**src/hw/rtl/sprr_pkg.sv**
```systemverilog
// sprr_pkg: shared constants and types for the priority scheduler
// no dependencies
`default_nettype none
package sprr_pkg;
    localparam int NUM_QUEUES_DEF   = 64;
    localparam int QUEUE_DEPTH_DEF  = 16;
    localparam int HANDLE_WIDTH_DEF = 16;
    localparam int CFG_WIDTH        = 7;
    localparam int PRI_WIDTH        = 16;
    localparam int OUT_HANDLE_WIDTH = 16;
    localparam int OUT_QUEUE_WIDTH  = 6;

    localparam logic ACTION_ENQ = 1'b0;
    localparam logic ACTION_DEQ = 1'b1;

    typedef enum logic [1:0] {
        ST_IDLE,
        ST_EXEC,
        ST_RESULT
    } state_t;

    // controller to datapath
    typedef struct packed {
        logic load;
        logic exec;
        logic emit;
    } cmd_t;

    // datapath to controller
    typedef struct packed {
        logic mem_busy;
    } stat_t;
endpackage
`default_nettype wire

```
**src/hw/rtl/sprr_ctrl.sv**
```systemverilog
// sprr_ctrl: controller state machine sequencing one word at a time
// depends on sprr_pkg
`default_nettype none
module sprr_ctrl (
    input  wire logic          clk,
    input  wire logic          rst_n,
    input  wire logic          in_valid,
    output logic               in_ready,
    output logic               out_valid,
    input  wire logic          out_ready,
    output sprr_pkg::cmd_t     cmd,
    input  wire sprr_pkg::stat_t stat
);
    sprr_pkg::state_t state_reg, state_next;

    // state register
    always_ff @(posedge clk or negedge rst_n)
    begin
        if (!rst_n)
        begin
            state_reg <= sprr_pkg::ST_IDLE;
        end
        else
        begin
            state_reg <= state_next;
        end
    end

    // next state
    always_comb
    begin
        state_next = state_reg;
        unique case (state_reg)
            sprr_pkg::ST_IDLE:
            begin
                if (in_valid && !stat.mem_busy)
                begin
                    state_next = sprr_pkg::ST_EXEC;
                end
            end
            sprr_pkg::ST_EXEC:
            begin
                state_next = sprr_pkg::ST_RESULT;
            end
            sprr_pkg::ST_RESULT:
            begin
                if (out_ready)
                begin
                    state_next = sprr_pkg::ST_IDLE;
                end
            end
            default:
            begin
                state_next = sprr_pkg::ST_IDLE;
            end
        endcase
    end

    // outputs
    always_comb
    begin
        in_ready  = 1'b0;
        out_valid = 1'b0;
        cmd       = '0;
        unique case (state_reg)
            sprr_pkg::ST_IDLE:
            begin
                in_ready = !stat.mem_busy;
                cmd.load = in_valid && !stat.mem_busy;
            end
            sprr_pkg::ST_EXEC:
            begin
                cmd.exec = 1'b1;
            end
            sprr_pkg::ST_RESULT:
            begin
                out_valid = 1'b1;
                cmd.emit  = out_ready;
            end
            default:
            begin
                in_ready = 1'b0;
            end
        endcase
    end
endmodule
`default_nettype wire

```
**config.mk**
```make
export PLATFORM = sky130hd
export DESIGN_NAME = sprr_ctrl
export DESIGN_NICKNAME = d
export VERILOG_FILES = /design/src/hw/rtl/sprr_pkg.sv /design/src/hw/rtl/sprr_ctrl.sv
export SDC_FILE = /design/constraint.sdc
export NUM_CORES = 1
export LEC_CHECK = 0
export BUFFER_PORTS_ARGS = -buffer_cell sky130_fd_sc_hd__buf_2
export CAP_MARGIN = 20
export CORE_AREA = 2 2 39 41
export CTS_BUF_LIST = sky130_fd_sc_hd__clkbuf_16
export CTS_CLUSTER_SIZE = 40
export DETAILED_ROUTE_END_ITERATION = 7
export DIE_AREA = 0 0 41 43
export SYNTH_ARGS = -nofsm -noshare
export SYNTH_HDL_FRONTEND = slang
export SYNTH_SLANG_ARGS = --single-unit
```
**constraint.sdc**
```tcl
create_clock -name clk -period 1.8 [get_ports clk]
set_input_delay 0.27 -clock clk [delete_from_list [all_inputs] [get_ports clk]]
set_output_delay 0.27 -clock clk [all_outputs]
set_load 0.005 [all_outputs]
```
==> impl_metrics.tcl <==
set metrics [dict create \
    regArea_um2 50.0 \
    leakagePower_nw 0.145 \
    critPathLaunch "state_reg[0]" \
    yosys.cell_count.top_type "and2_1" \
    grt-ovfl-total 0 \
    fin_area_um2 258 \
    hold_violations 0 \
    die_y_um 43 \
    synth_edf_count 0 \
    setup_tns_ns 0 \
    dpl_cell_area_um2 173 \
    worstPathRequired_ns 1.53 \
    worst_pin_slew_ns 0.206 \
    period_needed_ns 1.36 \
    clockBufferDepth 2 \
    cts-root-buf "clkbuf_16" \
    maxCapViolCount 0 \
    finClkSkew_ns 0.00332 \
    clkTransAtPathRegs_ns 0.03 \
    relSlewSlack_pct 86.2 \
    synth_top_family_by_area "simple AND/OR/NAND/NOR gates" \
    rows 14 \
    synth-main-ff-cell "dfrtp_1" \
    first_iter_violations 2 \
    placed_cells 35 \
    cts_resized 0 \
    syn_area_um2 115 \
    fillCellCount 148 \
    wire_per_inst_um 6.85 \
    start_util_pct 8.32 \
    synth_area_leaders "dfrtp_1 (43%), and2_1 (16%), and2b_4 (8.7%)" \
    max_freq_mhz 735 \
    finalMaxSlewViolations 0 \
    cts-buffers-inserted 3 \
    worstHoldStart "in_valid" \
    seqPwrFrac_pct 12.9 \
    area_growth_syn_to_layout_pct 124 \
    die_x_um 41 \
    ir_worst_vdd_uv 611 \
    pwr-share-comb_pct 9.1 \
    ys_seq_area_share_pct 43.5 \
    synth_fa_ha_area_share_pct 0 \
    vias 116 \
    grt_usage_pct 4.62 \
    synth_xor_area_share_pct 0 \
    period_share_pct 75.6 \
    drive_gt1_share_pct 60.9 \
    rsz0062_at_grt "no" \
    synth_cells 11 \
    multi_input_area_um2 53.8 \
    async_flop_share_pct 100 \
    finalPower_mw 0.423 \
    antenna_found_initial 0 \
    syn_nets 16 \
    cts_tree "done" \
    antenna_cells 0 \
    worstSkewPairLatency_ns 0.22 \
    layoutNonFillerInstCount 39 \
    endpoint_kind "output port" \
    crit_type "register to output port" \
    synth_mux_area_share_pct 0 \
    finalNetCount 30 \
    ant_nets 0 \
    firstDrtPassIters 2 \
    p_clk_share_pct 78.0 \
    largest_reg_flops 2 \
    io_pins 10 \
    p_sw_share_pct 15.6 \
    clock_sinks 2 \
    cp_max_fo 3 \
    synth.top_cell.area_share_pct 43.5 \
    viasPerCell 2.97 \
    routed_wirelength_um 267 \
    arrival_ns 1.09 \
    r2r_start "state_reg[1]" \
    avgSynthCellArea_um2 10.5 \
    htree_levels 1 \
    start_kind "register" \
    synth_top_area_cell "dfrtp_1" \
    grt_pass1_wl_um 427 \
    io_buffer_count 9 \
    switchingPower_mw 0.0660 \
    grt_pass1_vias 117 \
    yosys_register_bits 2 \
    ys_top_cells_by_count "and2_1 (3), dfrtp_1 (2)" \
    finalWeightedCongestion 0.530 \
    p_int_mw 0.357 \
    placeableCoreArea_um2 1380 \
    synth_compound_area_share_pct 6.52 \
    setup_viol 0 \
    yosysUniqueCellTypes 8 \
    status "completed" \
    grt_max_degree 4 \
    synthSimpleGateAreaFrac_pct 40.2 \
    p_per_area_nw_per_um2 1640 \
    hold_class "input pin to register" \
    drc 0 \
    die-area_um2 1760 \
    yosys_warnings 0 \
]
[metrics by stage]
stage	util, %	hold slack (ns)	worst slack, ns
after floorplan	-	-0.0256	0.776
after global routing	18.6	0.289	0.359
after detailed placement	12.5	0.0602	0.673
after CTS	18.6	0.271	0.435
final	18.6	0.272	0.439
after global placement	12.5	0.0545	0.685
[cells by family after synthesis]
logic type	Yosys count
AOI/OAI and AO/OA	1
and+or+nand+nor	6
DFF	2
buffers and inverters	2
[metal layers]
layer  global-route usage (%)  wire, um  share of wire [%]
met1                     4.18       124                 46
met2                     4.69        79                 30
met3                     4.71        64                 24
met4                     6.00         0                  0
met5                        0         0                  0
[critical path: stages, from the launching register on]
cell	delay (ns)
dfrtp_1	0.38
nor3_2	0.24
and2_1	0.15
buf_2	0.10
[worst paths after layout]
kind | to | slack [ns] | cells past startpoint
worst max-delay path | cmd[2] | 0.44 | 3
worst max register to register | state_reg[1] | 0.95 | 2
min in group asynchronous | state_reg[1] | 0.38 | 2
worst min register to register | state_reg[0] | 0.61 | 2
max in group asynchronous | state_reg[0] | 1.33 | 2
worst min-delay path | state_reg[0] | 0.27 | 2
[cell usage in the layout (no fill, tap or decap)]
master and n:
and2b_1 1, dfrtp_1 2, buf_2 9, inv_1 1
a21o_1 1, and2b_4 1, and2_1 3, clkbuf_16 3
nor3_2 1, dlygate4sd3_1 1
[what timing repair did]
action | 4_1_cts | 5_1_grt
endpoints found under the hold margin | 2 | 0
buffers inserted | 0 | 0
endpoints found under the setup margin | 0 | 0
hold buffers | 1 | 0
[power groups by stage]
stage	combinational, mW	sequential (mW)	clock, mW
global route	0.0437	0.0553	0.343
CTS	0.0394	0.0545	0.337
detailed placement	0.0373	0.0549	0
global placement	0.0368	0.0545	0
floorplan	0.0225	0.0542	0
finish	0.0386	0.0545	0.330
[final cells by class]
cell class              count  share of cell area [%]
clock buffers               3                    29.1
well taps                  16                    7.77
inverters                   1                    1.46
multi-input cells           7                    20.9
flip-flops and latches      2                    19.4
repair buffers             10                    21.4
(Power assumes the default switching activity.)
